`config.mk`:
```
export PLATFORM = sky130hd
export DESIGN_NAME = vpra_phase
export DESIGN_NICKNAME = d
export VERILOG_FILES = /design/src/rtl/core/visibility_phase_rotate_accumulate_unit_macros.svh /design/src/rtl/core/vpra_pkg.sv /design/src/rtl/core/vpra_phase.sv
export SDC_FILE = /design/constraint.sdc
export NUM_CORES = 2
export LEC_CHECK = 0
export BUFFER_PORTS_ARGS = -buffer_cell sky130_fd_sc_hd__buf_2
export CORE_UTILIZATION = 40
export DETAILED_ROUTE_END_ITERATION = 7
export HOLD_SLACK_MARGIN = 0.15
export PLACE_DENSITY = 0.67
export SLEW_MARGIN = 20
export SYNTH_ARGS = -nofsm -noshare
export SYNTH_HDL_FRONTEND = slang
export SYNTH_SLANG_ARGS = --single-unit
```
`constraint.sdc`:
```
create_clock -name clk -period 8.8 [get_ports clk]
set_clock_uncertainty 0.15 [all_clocks]
set_input_delay 1.32 -clock clk [delete_from_list [all_inputs] [get_ports clk]]
set_output_delay 1.32 -clock clk [all_outputs]
set_load 0.005 [all_outputs]
```
`src/rtl/core/visibility_phase_rotate_accumulate_unit_macros.svh`:
```
// assertion macros shared by the phase rotate accumulate rtl
`ifndef VISIBILITY_PHASE_ROTATE_ACCUMULATE_UNIT_MACROS_SVH
`define VISIBILITY_PHASE_ROTATE_ACCUMULATE_UNIT_MACROS_SVH
`ifndef SYNTH
// same-cycle implication
`define VPRA_ASSERT_IMP(lbl, clk, rstn, ante, cons) \
  lbl: assert property (@(posedge clk) disable iff (!rstn) (ante) |-> (cons)) \
    else $error("vpra assertion failed");
// next-cycle implication
`define VPRA_ASSERT_NXT(lbl, clk, rstn, ante, cons) \
  lbl: assert property (@(posedge clk) disable iff (!rstn) (ante) |=> (cons)) \
    else $error("vpra assertion failed");
`else
`define VPRA_ASSERT_IMP(lbl, clk, rstn, ante, cons)
`define VPRA_ASSERT_NXT(lbl, clk, rstn, ante, cons)
`endif
`endif

```
`src/rtl/core/vpra_pkg.sv`:
```
// shared constants, types and helper functions of the phase rotate accumulate unit
package vpra_pkg;

  localparam int MAX_BASELINES = 1024;
  localparam int POL_LANES     = 4;
  localparam int CORDIC_ITERS  = 16;
  localparam int SLOT_W        = $clog2(MAX_BASELINES);
  localparam int MOD_W         = 11;
  localparam int ITER_W        = $clog2(CORDIC_ITERS);
  localparam int XW            = 35;
  localparam int ZW            = 34;
  localparam int PW            = XW + 32;
  localparam int ACC_W         = 64 * POL_LANES;
  localparam logic signed [31:0] GAIN_Q30 = 32'sd652032874;

  typedef enum logic [2:0] {
    S_IDLE,
    S_PHASE,
    S_ROT,
    S_ACC,
    S_DONE
  } vpra_state_t;

  // request from the sequencer to the accumulator
  typedef struct packed {
    logic              start;
    logic [SLOT_W-1:0] slot;
    logic              invalid;
    logic              zero_first;
  } acc_req_t;

  // arctangent in turns scaled by 2^32
  function automatic logic [31:0] atan_turns(input logic [4:0] i);
    logic [31:0] v;
    case (i)
      5'd0:    v = 32'h20000000;
      5'd1:    v = 32'h12E4051E;
      5'd2:    v = 32'h09FB385B;
      5'd3:    v = 32'h051111D4;
      5'd4:    v = 32'h028B0D43;
      5'd5:    v = 32'h0145D7E1;
      5'd6:    v = 32'h00A2F61E;
      5'd7:    v = 32'h00517C55;
      5'd8:    v = 32'h0028BE53;
      5'd9:    v = 32'h00145F2F;
      5'd10:   v = 32'h000A2F98;
      5'd11:   v = 32'h000517CC;
      5'd12:   v = 32'h00028BE6;
      5'd13:   v = 32'h000145F3;
      5'd14:   v = 32'h0000A2FA;
      5'd15:   v = 32'h0000517D;
      5'd16:   v = 32'h000028BE;
      5'd17:   v = 32'h0000145F;
      5'd18:   v = 32'h00000A30;
      5'd19:   v = 32'h00000518;
      5'd20:   v = 32'h0000028C;
      5'd21:   v = 32'h00000146;
      5'd22:   v = 32'h000000A3;
      5'd23:   v = 32'h00000051;
      default: v = 32'h00000000;
    endcase
    return v;
  endfunction

  // signed 32-bit half plus signed 16-bit sample, saturated
  function automatic logic [31:0] sat_add32(input logic [31:0] a, input logic [15:0] b);
    logic signed [32:0] s;
    s = 33'(signed'(a)) + 33'(signed'(b));
    if (s[32] != s[31]) begin
      return s[32] ? 32'h80000000 : 32'h7FFFFFFF;
    end
    return s[31:0];
  endfunction

endpackage

```
`src/rtl/core/vpra_phase.sv`:
```
// phase angle from w difference times inverse wavelength, two partial products
module vpra_phase (
  input  logic        clk,
  input  logic        start,
  input  logic [31:0] w_rotated,
  input  logic [31:0] w_original,
  input  logic [31:0] inv_wavelength,
  output logic [31:0] angle
);
  import vpra_pkg::*;

  logic [39:0] diff;
  logic [39:0] p_lo_r, p_hi_r;
  logic [39:0] prod, neg;

  // only the low 40 bits of the turn count matter
  assign diff = 40'(signed'(w_rotated)) - 40'(signed'(w_original));

  // partial products registered at the transfer
  always_ff @(posedge clk) begin
    if (start) begin
      p_lo_r <= 40'(diff * 40'(inv_wavelength[15:0]));
      p_hi_r <= 40'(diff * 40'(inv_wavelength[31:16]));
    end
  end

  // combine, negate, take the fraction as a 32-bit angle
  assign prod  = p_lo_r + {p_hi_r[23:0], 16'h0000};
  assign neg   = 40'd0 - prod;
  assign angle = neg[39:8];

endmodule

```
# After elaboration in Yosys (flattened, before gate mapping)
# Index checks and enable logic that the tools add are counted.
word_totals:
  inputBits: 98
  ff_bits: 64
  wordCells: 7
classes:
  multipliers: 2
  add_sub_neg: 3
ops:
  columns: ["op", "count"]
  rows:
  - ["$add 40x40->40", 1]
  - ["$mul 33x17->40", 1]
  - ["$sub 1x40->40 const A", 1]
  - ["$mul 33x17->24", 1]
  - ["$sub 32x32->33", 1]

# Longest topological paths before layout
logic_depth:
  ltp_word: 2
  ltp_mapped: 36
  ltp_nobuf: 35

# Worst setup path before layout
# No wires, ideal clock.
synth_path:
  kind: "input-to-reg"
  from: "in w_rotated[0]"
  to: "reg p_hi_r[23], data pin"
  required_ns: 8.382
  setup_ns: 0.268
  cell_stages: 32
  t_arrival_ns: 9.169
  path_slack_ns: -0.786
  path_cell_list: "inv_1 -> ha_1 -> fa_1 -> nor2b_4 -> o31ai_4 -> a2111oi_4 -> o21ai_1 -> a211oi_1 -> o21ai_0 -> xnor2_1 -> clkbuf_1 -> clkbuf_1 -> nand2_1 -> fa_1 -> inv_1 -> fa_1 -> inv_1 -> fa_1 -> fa_1 -> fa_1 -> inv_1 -> fa_1 -> xor2_1 -> xnor2_1 -> xnor2_1 -> xnor2_1 -> xnor3_1 -> xnor2_1 -> xnor2_1 -> xor3_1 -> xnor3_1 -> xnor3_1"
synth_via:
  elab_chain_len: 2
synth_rtl:
  columns: ["item", "line", "source"]
  rows:
  - ["from (decl)", "vpra_phase.sv:5", "input logic [31:0] w_rotated,"]
  - ["$sub 32x32->33", "vpra_phase.sv:17", "assign diff = 40'(signed'(w_rotated)) - 40'(signed'(w_original));"]
  - ["$mul 33x17->24", "vpra_phase.sv:23", "p_hi_r <= 40'(diff * 40'(inv_wavelength[31:16]));"]
  - ["to (signal assigned)", "vpra_phase.sv:23", null]
  - ["to (decl)", "vpra_phase.sv:13", "logic [39:0] p_lo_r, p_hi_r;"]
# No other way between the ends.
# A chain may end at the register's enable or synchronous reset.

# Worst setup path in the final report
layout_path:
  from: "in w_rotated[0]"
  to: "reg p_lo_r[39], data pin"
layout_via:
  elab_chain_len: 2
layout_rtl:
  columns: ["item", "line", "source"]
  rows:
  - ["$sub 32x32->33", "vpra_phase.sv:17", null]
  - ["$mul 33x17->40", "vpra_phase.sv:22", "p_lo_r <= 40'(diff * 40'(inv_wavelength[15:0]));"]
  - ["to (signal assigned)", "vpra_phase.sv:22", null]
  - ["to (decl)", "vpra_phase.sv:13", null]
# No other way between the ends.

==> metrics.cfg <==
[drt]
route.detailed.drc = 0
wl_met2_um = 39100
dr.pass1.iters = 5
drt_wl_total_um = 76400
ant_nets = 0
via_per_inst = 4.95
highest_layer = met5
num_vias = 22700
wl_met3_um = 3810
drt_iter0_markers = 1285
wl_per_cell_um = 16.6
wl_met1_um = 30900

[floorplan]
die_w_um = 272
die-area_sq_um = 74200
core_sq_um = 71900
fp.dieH_um = 272
num_rows = 98
ios = 130
start_util_pct = 40.7

[sta]
setup_ws_ps = -127
max_freq_ghz = 0.112
min_period_ps = 8930
maxSlewViolCount = 0
finalHoldViolations = 0
worstMarginPinSlew_ps = 923
rsz0062_at_grt = yes
slew_headroom_pct = 38.5
period_share_pct = 101
setup_viol = 6

[synth]
synth-async-reset-ratio_pct = 0
synth_top_area_share_pct = 41.5
syn_area_per_cell_sq_um = 8.72
syn-instance-count = 3355
syn_area_sq_um = 29200
seq_area_frac_synth_pct = 6.57
syn_nets = 4316
synth_warnings = 0
synth_largest_area_cell = fa_1
ys_seq_elements = 64
yosys.cell_types.count = 65
synth-edff-count = 64
synthFlopType = edfxtp_1
netlist_top_cells_area = fa_1, ha_1, inv_1

[place]
post-place-cells = 4535
dpl_cell_area_sq_um = 32800
routabilityCongestion = 0.874
place_hpwl_um = 61500
portBuffers = 129

[finish]
final_area_sq_um = 34200
layout_common_cells = inv_1, fa_1, nand2_1, buf_4, and2_1
drive_gt1_share_pct = 16.6
syn_to_final_growth_pct = 17.1
fin_nets = 4605
n_fill_cell = 6860
num_antenna_cells = 0
multi_input_area_sq_um = 24400
final_common_cell = inv_1
final_cells = 4599
seq_area_sq_um = 1920

[setup_path]
slowest_stage = fa_1
start_kind = input pin
cp_max_fo = 6
cp_common_cell = fa_1
max_stage_delay_ps = 570
crit_type = in -> reg
required_ps = 8760
endpoint_kind = flop
arrival_ps = 8890

[hold_path]
hold_class = in -> reg

[clocking]
clockBufferDepth = 2
clk_pin_slew_ps = 60
clock-sinks = 64
htreeDepth = 3
postCtsHoldBufs = 0
cts_made_buffers = 9
clock-root-buffer = clkbuf_16
cts_tree = built

[flow_run]
maxCapViolations = 0

[global_routing]
antenna_found_initial = 1
grt_overflow = 0
grt_first_pass_wirelength_um = 125000
grt_pass1_vias = 24500
grt_max_degree = 65
grt_use_total_pct = 21.4

[outcome]
status = finished, violations left
violations = negative setup slack

[flip-flops by register name, summed over array words and instances (netlist names)]
name	flops
p_lo_r	40
p_hi_r	24
[stage by stage]
| step | hold WS, ps | utilization (%) | setup slack [ps] | setup TNS (ps) |
|---|---|---|---|---|
| final | 1420 | 47.6 | -127 | -581 |
| after global placement | 1790 | 45.7 | -884 | -10450 |
| after global routing | 1420 | 47.6 | -469 | -3020 |
| after detailed placement | 1800 | 45.7 | -927 | -12140 |
| after floorplan | 1280 | - | -56.9 | -154 |
| after CTS | 1410 | 46.7 | -103 | -437 |
[cell usage after synthesis, drive strengths merged, types with 3 or more instances]
cell type,count
xor2,28
a211oi,11
xnor3,7
a31oi,15
and4,4
a21o,38
a2111oi,3
o21ai,66
fa,606
and3,18
ha,257
a211o,3
a31o,3
nor2b,69
xnor2,108
nand2b,34
nor2,72
a21oi,96
o211ai,6
clkbuf,131
and2,248
nor3,14
inv,811
o21a,24
nand3,18
nand2,501
or3,3
a21boi,11
nand4,4
o31ai,4
edfxtp,64
o21bai,13
buf,34
[logic make-up after synthesis]
| logic type | count (synthesis) | synth area share [%] |
|---|---|---|
| compound gates | 310 | 6.83 |
| simple gates | 996 | 16.4 |
| flops | 64 | 6.57 |
| mux | 2 | 0.0685 |
| fa+ha+maj | 863 | 52.5 |
| buf+inv | 976 | 12.9 |
| xor+xnor | 144 | 4.74 |
[critical path: cells and delay by family]
family | cells | cell delay, ps
adders and majority gates | 9 | 3830
buffers and inverters | 6 | 700
xor gates and xnor gates | 3 | 570
AOI/OAI and AO/OA | 9 | 1400
and+or+nand+nor | 8 | 1080
[final cells by class]
type	instances	area share [%]
tap	950	3.47
timing repair buffer	443	9.64
multi-input combinational	2315	71.4
clock inverter	7	0.300
clock buffer	9	0.658
inverter	811	8.91
sequential	64	5.61
[metal layers]
layer	up-vias	GRT usage, %
li1	10500	-
met1	11500	26.2
met2	585	38.8
met3	144	2.18
met4	2	7.95
met5	-	0
[final timing paths]
check / slack [ps] / endpoint / cells after the start / start
setup / recovery: -130 / p_lo_r[39] / 35 / w_rotated[0]
hold / removal: 1420 / p_lo_r[0] / 2 / inv_wavelength[0]
[what timing repair did]
action                     in CTS  in global routing
gates resized for setup        45                 87
pin swaps                      39                 55
cloned                          1                  3
setup buffers                  17                 29
setup endpoints to repair      16                 22
Power is left out: the tool's default activity adds up to more than one toggle a clock period on the data nets, which glitch-free logic cannot reach.
