--- config.mk ---
export PLATFORM = sky130hd
export DESIGN_NAME = vpra_mod
export DESIGN_NICKNAME = d
export VERILOG_FILES = /design/src/rtl/core/visibility_phase_rotate_accumulate_unit_macros.svh /design/src/rtl/core/vpra_pkg.sv /design/src/rtl/core/vpra_mod.sv
export SDC_FILE = /design/constraint.sdc
export NUM_CORES = 1
export LEC_CHECK = 0
export BUFFER_PORTS_ARGS = -buffer_cell sky130_fd_sc_hd__buf_2
export CORE_MARGIN = 2
export CORE_UTILIZATION = 56
export CTS_CLUSTER_DIAMETER = 100
export DETAILED_ROUTE_END_ITERATION = 8
export PLACE_DENSITY = 0.83
export SLEW_MARGIN = 20
export SYNTH_ARGS = -nofsm -noshare
export SYNTH_HDL_FRONTEND = slang
export SYNTH_SLANG_ARGS = --single-unit
export TNS_END_PERCENT = 20
--- constraint.sdc ---
create_clock -name clk -period 3 [get_ports clk]
set_input_delay 0.15 -clock clk [delete_from_list [all_inputs] [get_ports clk]]
set_output_delay 0.15 -clock clk [all_outputs]
set_load 0.01 [all_outputs]
--- src/rtl/core/visibility_phase_rotate_accumulate_unit_macros.svh ---
// assertion macros shared by the phase rotate accumulate rtl
`ifndef VISIBILITY_PHASE_ROTATE_ACCUMULATE_UNIT_MACROS_SVH
`define VISIBILITY_PHASE_ROTATE_ACCUMULATE_UNIT_MACROS_SVH
`ifndef SYNTH
// same-cycle implication
`define VPRA_ASSERT_IMP(lbl, clk, rstn, ante, cons) \
  lbl: assert property (@(posedge clk) disable iff (!rstn) (ante) |-> (cons)) \
    else $error("vpra assertion failed");
// next-cycle implication
`define VPRA_ASSERT_NXT(lbl, clk, rstn, ante, cons) \
  lbl: assert property (@(posedge clk) disable iff (!rstn) (ante) |=> (cons)) \
    else $error("vpra assertion failed");
`else
`define VPRA_ASSERT_IMP(lbl, clk, rstn, ante, cons)
`define VPRA_ASSERT_NXT(lbl, clk, rstn, ante, cons)
`endif
`endif

--- src/rtl/core/vpra_pkg.sv ---
// shared constants, types and helper functions of the phase rotate accumulate unit
package vpra_pkg;

  localparam int MAX_BASELINES = 1024;
  localparam int POL_LANES     = 4;
  localparam int CORDIC_ITERS  = 16;
  localparam int SLOT_W        = $clog2(MAX_BASELINES);
  localparam int MOD_W         = 11;
  localparam int ITER_W        = $clog2(CORDIC_ITERS);
  localparam int XW            = 35;
  localparam int ZW            = 34;
  localparam int PW            = XW + 32;
  localparam int ACC_W         = 64 * POL_LANES;
  localparam logic signed [31:0] GAIN_Q30 = 32'sd652032874;

  typedef enum logic [2:0] {
    S_IDLE,
    S_PHASE,
    S_ROT,
    S_ACC,
    S_DONE
  } vpra_state_t;

  // request from the sequencer to the accumulator
  typedef struct packed {
    logic              start;
    logic [SLOT_W-1:0] slot;
    logic              invalid;
    logic              zero_first;
  } acc_req_t;

  // arctangent in turns scaled by 2^32
  function automatic logic [31:0] atan_turns(input logic [4:0] i);
    logic [31:0] v;
    case (i)
      5'd0:    v = 32'h20000000;
      5'd1:    v = 32'h12E4051E;
      5'd2:    v = 32'h09FB385B;
      5'd3:    v = 32'h051111D4;
      5'd4:    v = 32'h028B0D43;
      5'd5:    v = 32'h0145D7E1;
      5'd6:    v = 32'h00A2F61E;
      5'd7:    v = 32'h00517C55;
      5'd8:    v = 32'h0028BE53;
      5'd9:    v = 32'h00145F2F;
      5'd10:   v = 32'h000A2F98;
      5'd11:   v = 32'h000517CC;
      5'd12:   v = 32'h00028BE6;
      5'd13:   v = 32'h000145F3;
      5'd14:   v = 32'h0000A2FA;
      5'd15:   v = 32'h0000517D;
      5'd16:   v = 32'h000028BE;
      5'd17:   v = 32'h0000145F;
      5'd18:   v = 32'h00000A30;
      5'd19:   v = 32'h00000518;
      5'd20:   v = 32'h0000028C;
      5'd21:   v = 32'h00000146;
      5'd22:   v = 32'h000000A3;
      5'd23:   v = 32'h00000051;
      default: v = 32'h00000000;
    endcase
    return v;
  endfunction

  // signed 32-bit half plus signed 16-bit sample, saturated
  function automatic logic [31:0] sat_add32(input logic [31:0] a, input logic [15:0] b);
    logic signed [32:0] s;
    s = 33'(signed'(a)) + 33'(signed'(b));
    if (s[32] != s[31]) begin
      return s[32] ? 32'h80000000 : 32'h7FFFFFFF;
    end
    return s[31:0];
  endfunction

endpackage

--- src/rtl/core/vpra_mod.sv ---
// restoring remainder unit, one quotient bit per cycle
module vpra_mod (
  input  logic                         clk,
  input  logic                         rst_n,
  input  logic                         start,
  input  logic [15:0]                  dividend,
  input  logic [vpra_pkg::MOD_W-1:0]   divisor,
  output logic [vpra_pkg::SLOT_W-1:0]  slot,
  output logic                         done
);
  import vpra_pkg::*;

  logic [15:0]      num_r;
  logic [MOD_W-1:0] div_r, rem_r;
  logic [4:0]       cnt_r;
  logic             busy_r, done_r;
  logic [MOD_W:0]   trial;

  assign trial = {rem_r, num_r[15]};

  // shift in one dividend bit and subtract when it fits
  always_ff @(posedge clk) begin
    if (!rst_n) begin
      busy_r <= 1'b0;
      done_r <= 1'b0;
    end else if (start) begin
      busy_r <= 1'b1;
      done_r <= 1'b0;
      cnt_r  <= 5'd0;
      num_r  <= dividend;
      div_r  <= divisor;
      rem_r  <= '0;
    end else if (busy_r) begin
      num_r <= {num_r[14:0], 1'b0};
      if (trial >= {1'b0, div_r}) begin
        rem_r <= MOD_W'(trial - {1'b0, div_r});
      end else begin
        rem_r <= trial[MOD_W-1:0];
      end
      cnt_r <= cnt_r + 5'd1;
      if (cnt_r == 5'd15) begin
        busy_r <= 1'b0;
        done_r <= 1'b1;
      end
    end
  end

  assign slot = rem_r[SLOT_W-1:0];
  assign done = done_r;

endmodule

[Word level (Yosys, flattened, before mapping)]
Index checks and enable logic that the tools add are counted.
Word-level totals
  word-level logic and storage cells: 24
  output and inout bits: 11
  flip-flop bits (word level): 45
  input port bits: 30
Operators by class
  $lt $le $gt $ge: 1
  $add $sub $neg: 2
  equal/unequal tests: 1
  multiplexer cells: 8
  reduce and logical (&&, ||, !) cells: 5
  bitwise operators: 1
Operator list (count)
  16-bit 2-to-1 mux: 2
  11-bit 2-to-1 mux: 2
  12-bit by 11-bit greater-or-equal comparator with 1-bit output: 1
  11-bit subtractor: 1
  2-bit AND reduction: 3
  5-bit by 1-bit adder with 5-bit output (second input constant): 1
  5-bit by 4-bit equality test with 1-bit output (second input constant): 1
  5-bit 2-to-1 mux: 1
  1-bit 2-to-1 mux: 3
  2-bit nonzero test: 1
  2-bit OR reduction: 1
  1-bit NOT: 1

[Longest topological paths before layout]
  depth in word-level cells: 4
  gate-level depth with buffers: 10
  gate-level depth less buffers: 9

[Least setup slack after synthesis]
Ideal clock, no wire load.
  path type: register to register
  from: register num_r[15]
  to: register rem_r[10] (data pin)
  stages on the path, launching flop included: 10
  setup slack: 0.600 ns
  arrival time: 2.141 ns
  required time: 2.741 ns
  setup time: 0.259 ns
  period minus slack after synthesis: 2.400 ns
  cell sequence: edfxtp_1 inv_1 ha_1 fa_1 nand2b_2 a21oi_2 o2111ai_2 a21o_2 and3_2 a211o_1
On the way
  word-level cells in the longest chain between the ends: 3
  elaborated cells between the ends (all ways): 4
  those cells by class: add/sub (1); order compare (1); mux (2)
Ends and longest elaborated chain
  from (decl): line vpra_mod.sv:13  | logic [15:0] num_r;
  from (signal assigned): line vpra_mod.sv:30  | num_r <= dividend;
  from (signal assigned): line vpra_mod.sv:34  | num_r <= {num_r[14:0], 1'b0};
  11-bit subtractor or 12-bit by 11-bit greater-or-equal comparator with 1-bit output (tied branches): line vpra_mod.sv:36, vpra_mod.sv:35
  11-bit 2-to-1 mux *: line vpra_mod.sv:35  | if (trial >= {1'b0, div_r}) begin
  11-bit 2-to-1 mux *: line vpra_mod.sv:33  | end else if (busy_r) begin
  to (signal assigned): line vpra_mod.sv:36  | rem_r <= MOD_W'(trial - {1'b0, div_r});
  to (signal assigned): line vpra_mod.sv:38  | rem_r <= trial[MOD_W-1:0];
  to (decl): line vpra_mod.sv:14  | logic [MOD_W-1:0] div_r, rem_r;
Mark *: on every way between the ends. The rest lies on a longest branch, timed or not. The select of a mux whose other input is x is not followed.
A chain may end at the register's enable or synchronous reset.

[Final worst setup path]
Same ends and word-level chain as after synthesis.

==> impl_metrics.ini <==
[global_routing]
track_usage = 0.1971
grt_max_degree = 26
grt_overflow = 0
grt_pass1_vias = 1688
antenna_found_initial = 0
grt_pass1_wl_um = 7596

[power]
peakVddDrop_mv = 0.3068
p_leak_nw = 1.146
finalPower_w = 0.001623
power_density_nw_per_um2 = 586.7

[routing]
wire_per_inst_um = 15.24
drtPass1Iterations = 4
routed_wirelength_um = 4541
num_vias = 1669
drt_iter0_drc = 103
viasPerCell = 5.601
drc = 0
antenna_left = 0

[status]
outcome = finished, final reports clean

[sta]
drv_slew = 0
finalCritPeriodShare = 0.8765
fin_tns_setup_ns = 0
finClkSkew_ns = 0.009353
grt_setup_unrepaired = no
final-setup-viol-count = 0
worstMarginPinSlew_ns = 0.5811
hold_viol_final = 0
slew_headroom = 0.6126
fmax_mhz = 380.3
min_period_ns = 2.629

[clocking]
clk-insertion-delay-late_ns = 0.30
clkTransAtPathRegs_ns = 0.09
cts_post_setup_buffers_inserted = 0
cts_max_level = 2
cts-root-buf = clkbuf_8
ctsResizeCount = 0
cts.sinks = 45
cts.path.max_buffers = 2
cts_buffers = 5
cts_tree = yes
cts_hold_buf = 0

[die]
die_w_um = 70.26
coreArea_sq_um = 4294
die_y_um = 70.26
rows = 24
pin_count = 41
start_util = 0.5726
dieArea_sq_um = 4936

[worst_setup_path]
path_max_fanout = 4
start_kind = register
worstSetupPathType = register to register
cp-end-kind = register
worstPathArrival_ns = 2.70
crit_required_ns = 3.07

[layout]
mostFrequentLayoutCells = edfxtp_1, buf_2, inv_1, nor2_1, mux2_2
final_core_util = 0.6442
area_delta_synth_final_pct = 12.52
diodes = 0
drive_gt1_frac = 0.3008
layout.nets = 289
fin_area_sq_um = 2766
layout_commonest_cell = edfxtp_1

[synth]
syn_nets = 254
synth-seq-area-share = 0.5415
syn-instance-count = 210
synth_edf_count = 43
ys_types = 41
ys_ff_latch = 45
yosysWarningCount = 0
avgSynthCellArea_sq_um = 11.71
ys_dominant_reg_cell = edfxtp_1
ys_async_sr_fraction = 0
synth_area_sq_um = 2459

[placed_design]
dpl_cell_area_sq_um = 2651
numPortBuffers = 40
gp_congestion = 0.8997
dp_hpwl_um = 3334

[min_path]
hold_class = input pin to register

[job]
drv_cap = 0
-- cells by family after synthesis --
logic type	synth area share
buffers and inverters	0.06921
xor gates and xnor gates	0.02137
and+or+nand+nor	0.1120
DFF	0.5415
muxes	0.07684
AOI/OAI and AO/OA	0.1048
adders and majority gates	0.07430
-- stage by stage --
step	setup slack (ns)	hold WS, ns	std cells
after floorplan	0.6005	0.2489	210
after global routing	0.2305	0.001468	298
after global placement	0.4654	0.3259	290
after detailed placement	0.3930	0.3284	290
final	0.3706	0.01791	298
after CTS	0.3977	0.008218	298
-- where the power goes --
part,switching [W],internal [W]
sequential,0.0000247,0.000752
clock,0.000214,0.000249
combinational,0.000213,0.000169
-- critical path, cell delays in order (launching register included) --
cell       delay, ns
edfxtp_1        0.35
inv_1           0.05
ha_1            0.22
fa_1            0.41
nand2b_2        0.22
a21oi_1         0.28
a2bb2oi_1       0.34
a31oi_1         0.15
xnor2_1         0.14
a211o_1         0.25
-- per-layer routing --
| layer | global-route usage | routed length [um] | up-vias |
|---|---|---|---|
| met5 | 0 | 0 | - |
| met4 | 0.05769 | 45 | 0 |
| met3 | 0.05628 | 220 | 5 |
| met2 | 0.3396 | 2359 | 49 |
| met1 | 0.2401 | 1915 | 796 |
| li1 | - | - | 819 |
-- Yosys cell counts (all sizes together) (2+ instances only) --
cell type  number  share of area
mux2           15          0.069
a211oi          3         0.0092
and2            2         0.0051
o21a            3         0.0092
ha             13          0.066
a31oi           2         0.0051
clkbuf          2         0.0031
or3             3         0.0076
o31ai           3         0.0092
nand2          13          0.020
nand3b          3         0.0092
mux2i           2         0.0081
xnor2           4          0.014
xor2            2         0.0071
dfxtp           2          0.016
nor2b           2         0.0051
inv            18          0.027
o21ai           6          0.012
a21boi          2         0.0061
a21oi          14          0.030
nor2           17          0.026
o2111ai         2         0.0097
and3            3         0.0087
edfxtp         43           0.53
buf            14          0.039
nand3           7          0.014
-- flip-flops by register name (all words and copies together) (netlist names) --
signal / flops
done: 1
rem_r: 11
div_r: 11
num_r: 16
cnt_r: 5
busy_r: 1
-- cell type report --
| type | instances | area [sq um] |
|---|---|---|
| repair buffers | 44 | 230.2 |
| flip-flops and latches | 45 | 1331 |
| multi-input cells | 131 | 957.2 |
| well taps | 52 | 65.06 |
| clock inverters | 3 | 46.29 |
| clock buffers | 5 | 68.82 |
| fillers | 352 | 1528 |
| inverters | 18 | 67.56 |
-- worst paths after layout --
path / from / to / slack [ns] / cells after the start
setup reg to reg: num_r[15] / rem_r[10] / 0.37 / 9
hold reg to reg: done / done / 0.52 / 2
setup / recovery: num_r[15] / rem_r[10] / 0.37 / 9
hold / removal: divisor[10] / div_r[10] / 0.02 / 1
(Power assumes the default switching activity.)
